<file path="config.mk">
export PLATFORM = sky130hd
export DESIGN_NAME = jl2d_cell
export DESIGN_NICKNAME = d
export VERILOG_FILES = /design/src/sv/jl2d_pkg.sv /design/src/sv/jl2d_cell.sv
export SDC_FILE = /design/constraint.sdc
export NUM_CORES = 1
export LEC_CHECK = 0
export BUFFER_PORTS_ARGS = -buffer_cell sky130_fd_sc_hd__buf_2
export CORE_MARGIN = 3
export CORE_UTILIZATION = 31
export CTS_CLUSTER_SIZE = 28
export DETAILED_ROUTE_END_ITERATION = 10
export PLACE_DENSITY_LB_ADDON = 0.3
export SLEW_MARGIN = 20
export SYNTH_ARGS = -nofsm -noshare
export SYNTH_HDL_FRONTEND = slang
export SYNTH_SLANG_ARGS = --single-unit
</file>
<file path="constraint.sdc">
create_clock -name clk -period 0.8 [get_ports clk]
set_clock_uncertainty 0.05 [all_clocks]
set_input_delay 0.04 -clock clk [delete_from_list [all_inputs] [get_ports clk]]
set_output_delay 0.04 -clock clk [all_outputs]
set_load 0.05 [all_outputs]
</file>
<file path="src/sv/jl2d_pkg.sv">
`default_nettype none
package jl2d_pkg;

	localparam int unsigned GRID_N  = 64;
	localparam int unsigned CELL_W  = 24;
	localparam int unsigned SUM_W   = CELL_W + 2;
	localparam int unsigned ITER_W  = 16;
	localparam int unsigned COUNT_W = 17;
	localparam int unsigned COORD_W = $clog2(GRID_N + 2);
	localparam int unsigned CFG_IDX_W = 1;

	localparam logic [CELL_W-1:0] RESIDUAL_RESET = CELL_W'(84);
	localparam logic [ITER_W-1:0] ITER_RESET     = ITER_W'(1000);

	typedef enum logic [1:0] {
		OP_WRITE = 2'd0,
		OP_SOLVE = 2'd1,
		OP_READ  = 2'd2,
		OP_NOP   = 2'd3
	} op_t;

	typedef enum logic [CFG_IDX_W-1:0] {
		REG_RESIDUAL = 1'b0,
		REG_ITER     = 1'b1
	} reg_idx_t;

	typedef logic [CELL_W-1:0] cell_t;

endpackage
`default_nettype wire

</file>
<file path="src/sv/jl2d_cell.sv">
`default_nettype none
module jl2d_cell import jl2d_pkg::*; (
	input  wire logic clk,
	input  wire cell_t d,
	output cell_t      q
);

	// one tap of the raster line buffer, moves every cycle
	always_ff @(posedge clk) begin
		q <= d;
	end

endmodule
`default_nettype wire

</file>
# ---- Word-level counts from Yosys, hierarchy flattened
# Cells that the tools add are included.
dict set report word_totals {
  regBits 24
  out_inout_bits 24
  elab_cells 1
}

# ---- Logic depth before layout (Yosys ltp)
# Gate-level depths: netlist of run 1.
dict set report depth {
  ltp_word 0
  ltp_mapped 0
  depth_no_buf 0
}

# ---- Worst setup path after synthesis of run 1
# Ideal clock, no wire load.
dict set report synth_path {
  path_kind {flip-flop to output port}
  start {reg q[0]}
  end {out q[0]}
  t_arrival_ns 0.587
  required_ns 0.710
  setup_slack_ns 0.123
  path_stages_with_launch 1
  n_path_buf 0
  cell_sequence {dfxtp_1}
}
# element line
set synth_lines {}
lappend synth_lines {{start, declared} jl2d_cell.sv:5} ;# output cell_t q
lappend synth_lines {{start signal, assigned} jl2d_cell.sv:10} ;# q <= d;
# No word-level cell between the ends.

# ---- Final worst setup path of run 1
dict set report layout_path {
  start {reg q[16]}
  end {out q[16]}
}
# No word-level cell between the ends.

==> summary.md, run 1 <==
• reg2out — type of the setup path with the least slack
• 2 — buffer depth of the longest clock path
• dfxtp_1 — top cells by area in the synthesized netlist
• 1380 um2 — core area
• 2.39 mm — wire length of the first global-routing pass
• 0 — first-iteration detailed-routing DRC count
• 100% — top-area cell type share of the netlist area
• 0% — share of async-settable or async-resettable flops after synthesis
• 2 — depth of the worst hold-timing path
• flip-flops — top cell family by delay on the critical path
• 126 — Final Net Count
• 0 — number of flops mapped to enable cells by yosys
• 0 — drt drc
• primary output — Setup crit end kind
• 24 — #FFs+latches synth
• q (24) — leading registers by flop count
• 0.634 — routability congestion estimate
• 24 — number of instances in the synthesized netlist
• 1.72 mm — total routed wirelength
• done — CTS tree
• 24 — Largest register FFs
• 113% — Period Utilization, post-route
• 57 — fill cell instance count of the final layout
• 3 — total clock buffers created by CTS
• 24 — Setup-failing EPs final
• 20.0 um2 — average size of a mapped cell
• 2060 um2 — overall die area
• q[16] — capture point of the critical path
• q — most flop-heavy register
• 480 um2 — synthesized cell area
• 49 — net count after synthesis
• 100% — fraction of the yosys area taken by sequential cells
• 510 um2 — Register Area
• clkbuf_4 — root buffer cell
• 4.16 — Vias per Instance
• 1 — H-tree depth
• 0 — initial antenna violation count
• 1 — Max Fanout on Critical Path
• dfxtp_1 — ranking of synthesized cells by instance count
• 474 — via count
• dfxtp_2 — slowest library cell on the worst path
• dfxtp_1 — top-count cell post-synth
• 24 — total clock sinks
• buf_8 — CP Cell Sequence
• 13 — number of rows created at floorplan
• 0.37 ns — Crit path largest cell delay
• yes — setup repair after global routing missed its margin
• 48 — IO Port Bufs
• 0 — diode count
• 49 — number of primary I/O pins
• -0.103 ns — smallest setup slack after layout
• 1 — buffer and inverter count on the worst path
• 1 — number of detailed-route iterations in the first pass
• 75.8% — layout cell share with drive strength beyond 1
• d[5] — hold path startpoint
• 0.903 ns — Period minus WS final
• 0 — number of violations of the max-capacitance limit
• in2reg — Hold WC Path Type
• 13 — pin count of the biggest net entering global routing
• 1.11 GHz — Highest Clock Rate
• 0.71 ns — required time of the critical path
• dfxtp_1 — post-synthesis cell type with the largest combined area
• 0.81 ns — Arrival @ worst endpoint
• 0 — number of hold violations in the final report
• 92.1% — worst max-slew margin expressed relative to the limit
• dfxtp_1 — most instantiated flip-flop cell in the synthesis netlist
• 0 — Antenna Nets Post-Route
• 0.118 ns — transition time at the pin with the least slew margin
• 0 — grt total ovfl
• 1 — number of gates on the worst path with buffers counted
• 572 — via count of the first global-routing pass
• 16.8% — Tot GR Track Use
• 0 — Synth Warn #
• 45.4 um — overall die height
• 2370 uW — Tot Pwr
• 45.4 um — Die X-Extent
• 91.0% — final design utilization
• 0 — number of combinational gates with multiple inputs
• flip-flop — critical path launch point type
• 0 um2 — area of the multi-input gates
• q[16]$_DFF_P_ — launch point of the worst path
• 0.00142 V — maximum ir drop on the vdd rail
• setup timing — failing checks
• 0 — Final Max Slew Viols
• 34.8% — Starting Density
• 1 — number of different library cells in the post-synthesis netlist
• 15.1 um — average detailed-routed wire length per instance
• finished, violations left — run status
• 0.000584 uW — reported leakage power
• 162% — area added between synthesis and finish
• 1880 nW/um2 — power per unit of standard cell area
• 0.12 ns — CTS clk-pin slew, worst paths
## report_power, final
part	switching (uW)	internal (uW)	total (uW)	leakage [uW]
clock	314	175	489	0.0000138
sequential	42.9	1270	1320	0.000203
combinational	287	276	563	0.000367
## worst min-delay path by stage
stage	endpoint	slack [ns]
after floorplan	q[0]$_DFF_P_	0.02
after global placement	q[5]$_DFF_P_	0.09
after CTS	q[23]$_DFF_P_	0.32
final	q[5]$_DFF_P_	0.31
after detailed placement	q[10]$_DFF_P_	0.09
after global routing	q[5]$_DFF_P_	0.30
## cell families after synthesis
family  after synthesis  synth area share [%]
DFF                  24                   100
## layer usage
| layer | track usage, % | routed length [um] | vias to the layer above |
|---|---|---|---|
| li1 | - | - | 223 |
| met1 | 14.4 | 461 | 220 |
| met2 | 35.3 | 1130 | 27 |
| met3 | 2.37 | 96 | 4 |
| met4 | 8.77 | 34 | 0 |
| met5 | 0 | 0 | - |
## timing repair
| item | 4_1_cts | 5_1_grt |
|---|---|---|
| endpoints found under the setup margin | 24 | 24 |
| buffers inserted | 0 | 0 |
| hold buffers | 24 | 0 |
| gates cloned | 0 | 0 |
| pin swaps | 0 | 0 |
| gates resized for setup | 78 | 14 |
| hold endpoints to repair | 24 | 0 |
## cells in the final DEF, fill, tap and decap left out
master / synthesis / routed
clkbuf_4: 0 / 3
dfxtp_2: 0 / 24
buf_8: 0 / 20
buf_6: 0 / 4
buf_2: 0 / 24
dlygate4sd3_1: 0 / 24
## cell type report
type                  instances  share of cell area, %
timing repair buffer         72                   56.1
clock buffer                  3                   1.79
sequential                   24                   40.6
tap                          15                   1.49
## per-stage QoR
step	TNS (ns)	cells	hold WS (ns)	worst slack, ns	instance area (um2)
4_1_cts	-1.82	114	0.315	-0.0824	1200
5_1_grt	-2.88	114	0.301	-0.141	1260
3_5_place_dp	0	87	0.0936	0.159	739
6_report	-1.95	114	0.313	-0.103	1260
2_1_floorplan	0	24	0.0177	0.123	480
3_3_place_gp	0	87	0.0926	0.169	739
Note: power is estimated with default switching activity, not from simulation.
==> run 2: changes to the inputs <==
- PLACE_DENSITY: not set -> 0.69
- PLACE_DENSITY_LB_ADDON: 0.3 -> not set
==> run 2 against run 1 <==
The flow still finishes with violations (setup timing). Final cell count unchanged. Total power shrank 0.84%. Die area unchanged. Clock power is 1% higher. Cell area decreased by 1.8%. Core utilization is 1.6 points lower. Combinational power decreased by 3%. Critical path type unchanged. Critical endpoint is now q[5]. Largest cell class unchanged. Largest power group unchanged.
==> summary.md, run 2 (same netlist as run 1, synthesis figures left out) <==
• finished, violations left — run status
• setup timing — failing checks
• 87 — cell total after placement, unchanged
• 24 — Setup-failing EPs final, unchanged
• 0.000576 uW — reported leakage power, -1.4%
• in2reg — Hold WC Path Type
• 0.71 ns — required time of the critical path, about the same
• 0 — grt total ovfl, unchanged
• 0.80 ns — Arrival @ worst endpoint, about the same
• 49 — number of primary I/O pins, unchanged
• 1.45 mm — total routed wirelength, -15%
• flip-flops — top cell family by delay on the critical path
• 0 — diode count, unchanged
• 14.5% — Tot GR Track Use, -2.2 points
• 1380 um2 — core area, unchanged
• 157% — area added between synthesis and finish
• 0.887 ns — Period minus WS final, -0.0153 ns
• 1.13 GHz — Highest Clock Rate, +1.7%
• 0 — Post CTS Setup Buffer Count, unchanged
• 92.1% — worst max-slew margin expressed relative to the limit, about the same
• 3.89 — Vias per Instance, -6.3%
• 1 — H-tree depth, unchanged
• 2 — number of detailed-route iterations in the first pass, +1
• 12.7 um — average detailed-routed wire length per instance, -15%
• 0 — number of hold violations in the final report, unchanged
• 3 — total clock buffers created by CTS, unchanged
• -0.0873 ns — smallest setup slack after layout, +0.0153 ns
• 24 — Largest register FFs, unchanged
• 0 — initial antenna violation count, unchanged
• 13 — number of rows created at floorplan, unchanged
• 45.4 um — Die X-Extent, unchanged
• 444 — via count, -6.3%
• 0 um2 — area of the multi-input gates, unchanged
• 45.4 um — overall die height, unchanged
• 126 — Final Net Count, unchanged
• 0.35 ns — Crit path largest cell delay, -0.02 ns
• 114 — non-filler cells, final, unchanged
• 1 — buffer and inverter count on the worst path, unchanged
• q (24) — leading registers by flop count
• 111% — Period Utilization, post-route, -1.9 points
• 0 — Final Max Slew Viols, unchanged
• 0 — drt drc, unchanged
• 1230 um2 — final non-filler cell area, -1.8%
• 0.00136 V — maximum ir drop on the vdd rail, -4.2%
• 2.04 mm — wire length of the first global-routing pass, -15%
• dlygate4sd3_1, buf_2, dfxtp_2 — commonest non-fill, non-tap cells in the layout
• 0.165 ns — worst setup slack before clock tree synthesis, +0.00665 ns
• q — most flop-heavy register
• flip-flop — critical path launch point type
• 1 — Max Fanout on Critical Path, unchanged
• 739 um2 — placed cell areas, unchanged
• 24 — total clock sinks, unchanged
• buf_8 — CP Cell Sequence
• 2060 um2 — overall die area, unchanged
• 5 — first-iteration detailed-routing DRC count, +5
• 0.583 — routability congestion estimate, -8.1%
• 0.119 ns — transition time at the pin with the least slew margin, +0.000722 ns
• dfxtp_2 — slowest library cell on the worst path
• yes — setup repair after global routing missed its margin
• 0 — number of combinational gates with multiple inputs, unchanged
• 2 — buffer depth of the longest clock path, unchanged
• clkbuf_4 — root buffer cell
• reg2out — type of the setup path with the least slack
• 511 — via count of the first global-routing pass, -11%
• 0 — number of violations of the max-capacitance limit, unchanged
• primary output — Setup crit end kind
• 48 — IO Port Bufs, unchanged
• 13 — pin count of the biggest net entering global routing, unchanged
• 1900 nW/um2 — power per unit of standard cell area, +0.97%
• 75.8% — layout cell share with drive strength beyond 1, unchanged
• 89.3% — final design utilization, -1.6 points
• 0.12 ns — CTS clk-pin slew, worst paths, about the same
• 0 — Antenna Nets Post-Route, unchanged
• 34.8% — Starting Density, unchanged
• done — CTS tree
run 2: cell counts in the layout (fill, tap and decap cells not counted):
No cell type changed its count.
run 2: repair_timing:
action,CTS,global route
setup endpoints to repair,24,24
hold buffers,24,0
gates cloned,0,0
gates resized for setup,78,8
hold endpoints to repair,24,0
run 2: path summary, 6_finish.rpt:
path | start | endpoint | slack (ns) | cells past startpoint
worst max-delay path | q[5]$_DFF_P_ | q[5] | -0.09 | 1
worst min-delay path | d[20] | q[20]$_DFF_P_ | 0.31 | 2
run 2: where the power goes:
group	total [uW]	switching, uW	leakage [uW]	internal [uW]
combinational	545	281	0.000359	264
sequential	1310	35.5	0.000203	1270
clock	495	319	0.0000138	176
run 2: stage by stage:
stage	hold slack [ns]	power (uW)	TNS, ns
after floorplan	0.0177	1530	0
after global placement	0.0924	1640	0
after detailed placement	0.0936	1640	0
after CTS	0.311	2330	-1.94
after global routing	0.305	2440	-2.75
final	0.310	2350	-1.91
run 2: layer usage:
layer	vias to the layer above	share of wire [%]	wire length [um]	GRT usage (%)
met3	0	7.7	112	4.35
met1	195	31	449	12.1
met5	-	0	0	0
li1	223	-	-	-
met4	0	0	0	5.26
met2	26	61	892	30.5
run 2: layout make-up:
| class | instances | area [um2] |
|---|---|---|
| fillers | 58 | 148 |
| clock buffers | 3 | 22.5 |
| flip-flops and latches | 24 | 510 |
| repair buffers | 72 | 683 |
| well taps | 15 | 18.8 |
==> run 3: changes to the inputs <==
- ABC_AREA: not set -> 1
- clock period: 0.8 -> 1 ns (I/O delays scaled with it)
==> run 3 against run 2 <==
Combinational power is 32% lower. Non-clock buffer count stayed put. Final cell count stayed put. Worst hold slack better by 0.016 ns. Via count is 3.6% lower. Critical path depth stayed put. Critical endpoint is now q[2]. Cell area is 14% lower. Wire length is 15% lower. Total power is 24% lower. The run now ends clean. Sequential power is 22% lower.
==> summary.md, run 3 (same netlist as run 1, synthesis figures left out) <==
• completed — run status
• q — most flop-heavy register
• 1.04 GHz — Highest Clock Rate
• primary output — Setup crit end kind
• 34.8% — Starting Density, unchanged
• 739 um2 — placed cell areas, unchanged
• 1 — number of gates on the worst path with buffers counted, unchanged
• 0.86 ns — Arrival @ worst endpoint, +0.06 ns
• 0.000520 uW — reported leakage power, -9.6%
• 83.4% — worst max-slew margin expressed relative to the limit, -8.7 points
• 0 — Antenna Nets Post-Route, unchanged
• 0 — drt drc, unchanged
• 0 — Final Max Slew Viols, unchanged
• flip-flop — critical path launch point type
• 24 — Largest register FFs, unchanged
• 1 — buffer and inverter count on the worst path, unchanged
• 120% — area added between synthesis and finish
• 0 — number of violations of the max-capacitance limit, unchanged
• 0 — Setup-failing EPs final, -100%
• 0.00115 V — maximum ir drop on the vdd rail, -16%
• 1060 um2 — final non-filler cell area, -14%
• 3.75 — Vias per Instance, -3.6%
• 0 — Post CTS Setup Buffer Count, unchanged
• 0 — initial antenna violation count, unchanged
• 0 — grt total ovfl, unchanged
• 96 — fill cell instance count of the final layout, +66%
• buf_2, dlygate4sd3_1, dfxtp_1 — commonest non-fill, non-tap cells in the layout
• 2060 um2 — overall die area, unchanged
• 3 — total clock buffers created by CTS, unchanged
• 0.90 ns — required time of the critical path, +0.19 ns
• 0.963 ns — Period minus WS final
• 1.23 mm — total routed wirelength, -15%
• 12.7% — Tot GR Track Use, -1.9 points
• reg2out — type of the setup path with the least slack
• 0 ns — Setup TNS Final, +1.91 ns
• 48 — IO Port Bufs, unchanged
• q (24) — leading registers by flop count
• 13 — number of rows created at floorplan, unchanged
• 0 — number of hold violations in the final report, unchanged
• 0.251 ns — transition time at the pin with the least slew margin, +0.132 ns
• done — CTS tree
• d[21] — hold path startpoint
• 24 — total clock sinks, unchanged
• flip-flops — top cell family by delay on the critical path
• 0 um2 — area of the multi-input gates, unchanged
• 0 — number of combinational gates with multiple inputs, unchanged
• 0.32 ns — Crit path largest cell delay, -0.03 ns
• q[21]$_DFF_P_ — hold worst-path end
• 126 — Final Net Count, unchanged
• buf_2 — CP Cell Sequence
• 1 — Max Fanout on Critical Path, unchanged
• 0 — diode count, unchanged
• buf_2 — most frequent standard cell in the layout excluding fill and tap cells
• 0.583 — routability congestion estimate, unchanged
• 1 — H-tree depth, unchanged
• 480 um2 — Register Area, -5.9%
• no — setup repair after global routing missed its margin
• 2 — buffer depth of the longest clock path, unchanged
• 51.5% — layout cell share with drive strength beyond 1, -24 points
• clkbuf_4 — root buffer cell
• 2 — number of detailed-route iterations in the first pass, unchanged
• 428 — via count, -3.6%
• 2 — depth of the worst hold-timing path, unchanged
• 13 — pin count of the biggest net entering global routing, unchanged
• 10.8 um — average detailed-routed wire length per instance, -15%
• 0.12 ns — CTS clk-pin slew, worst paths, about the same
• 96.3% — Period Utilization, post-route
• 1.84 mm — wire length of the first global-routing pass, -9.8%
• dfxtp_1 — slowest library cell on the worst path
• 45.4 um — overall die height, unchanged
• 45.4 um — Die X-Extent, unchanged
• 1 — first-iteration detailed-routing DRC count, -4
• 49 — number of primary I/O pins, unchanged
• 1780 uW — Tot Pwr, -24%
• 1680 nW/um2 — power per unit of standard cell area, -11%
• in2reg — Hold WC Path Type
• 493 — via count of the first global-routing pass, -3.5%
• 1380 um2 — core area, unchanged
run 3: layout make-up:
cell class | count | area share, %
clock buffer | 3 | 2.13
timing repair buffer | 72 | 50.6
sequential | 24 | 45.5
tap | 15 | 1.78
run 3: through the flow:
step	util [%]	worst slack [ns]	hold slack, ns	std cells
3_3_place_gp	53.5	0.366	0.102	87
6_report	76.4	0.0373	0.325	114
4_1_cts	72.5	0.0103	0.321	114
2_1_floorplan	-	0.313	0.0277	24
5_1_grt	76.4	0.00132	0.310	114
3_5_place_dp	53.5	0.355	0.104	87
run 3: routing by layer:
metal  wire length [um]  GRT usage (%)
met2                728           26.3
met4                  0           5.26
met5                  0              0
met1                391           10.4
met3                111           3.95
run 3: power by group:
part | internal (uW) | switching, uW
Clock | 140 | 248
Sequential | 1010 | 11.9
Combinational | 148 | 222
run 3: repair_timing:
item / in CTS / in global routing
hold buffers: 24 / 0
hold endpoints to repair: 24 / 0
resized for setup: 0 / 23
setup endpoints to repair: 0 / 20
run 3: worst max path at each step:
stage,start,slack [ns],to
final,q[2]$_DFF_P_,0.04,q[2]
after global routing,q[2]$_DFF_P_,0.001,q[2]
after CTS,q[5]$_DFF_P_,0.01,q[5]
after detailed placement,q[5]$_DFF_P_,0.36,q[5]
after global placement,q[11]$_DFF_P_,0.37,q[11]
after floorplan,q[0]$_DFF_P_,0.31,q[0]
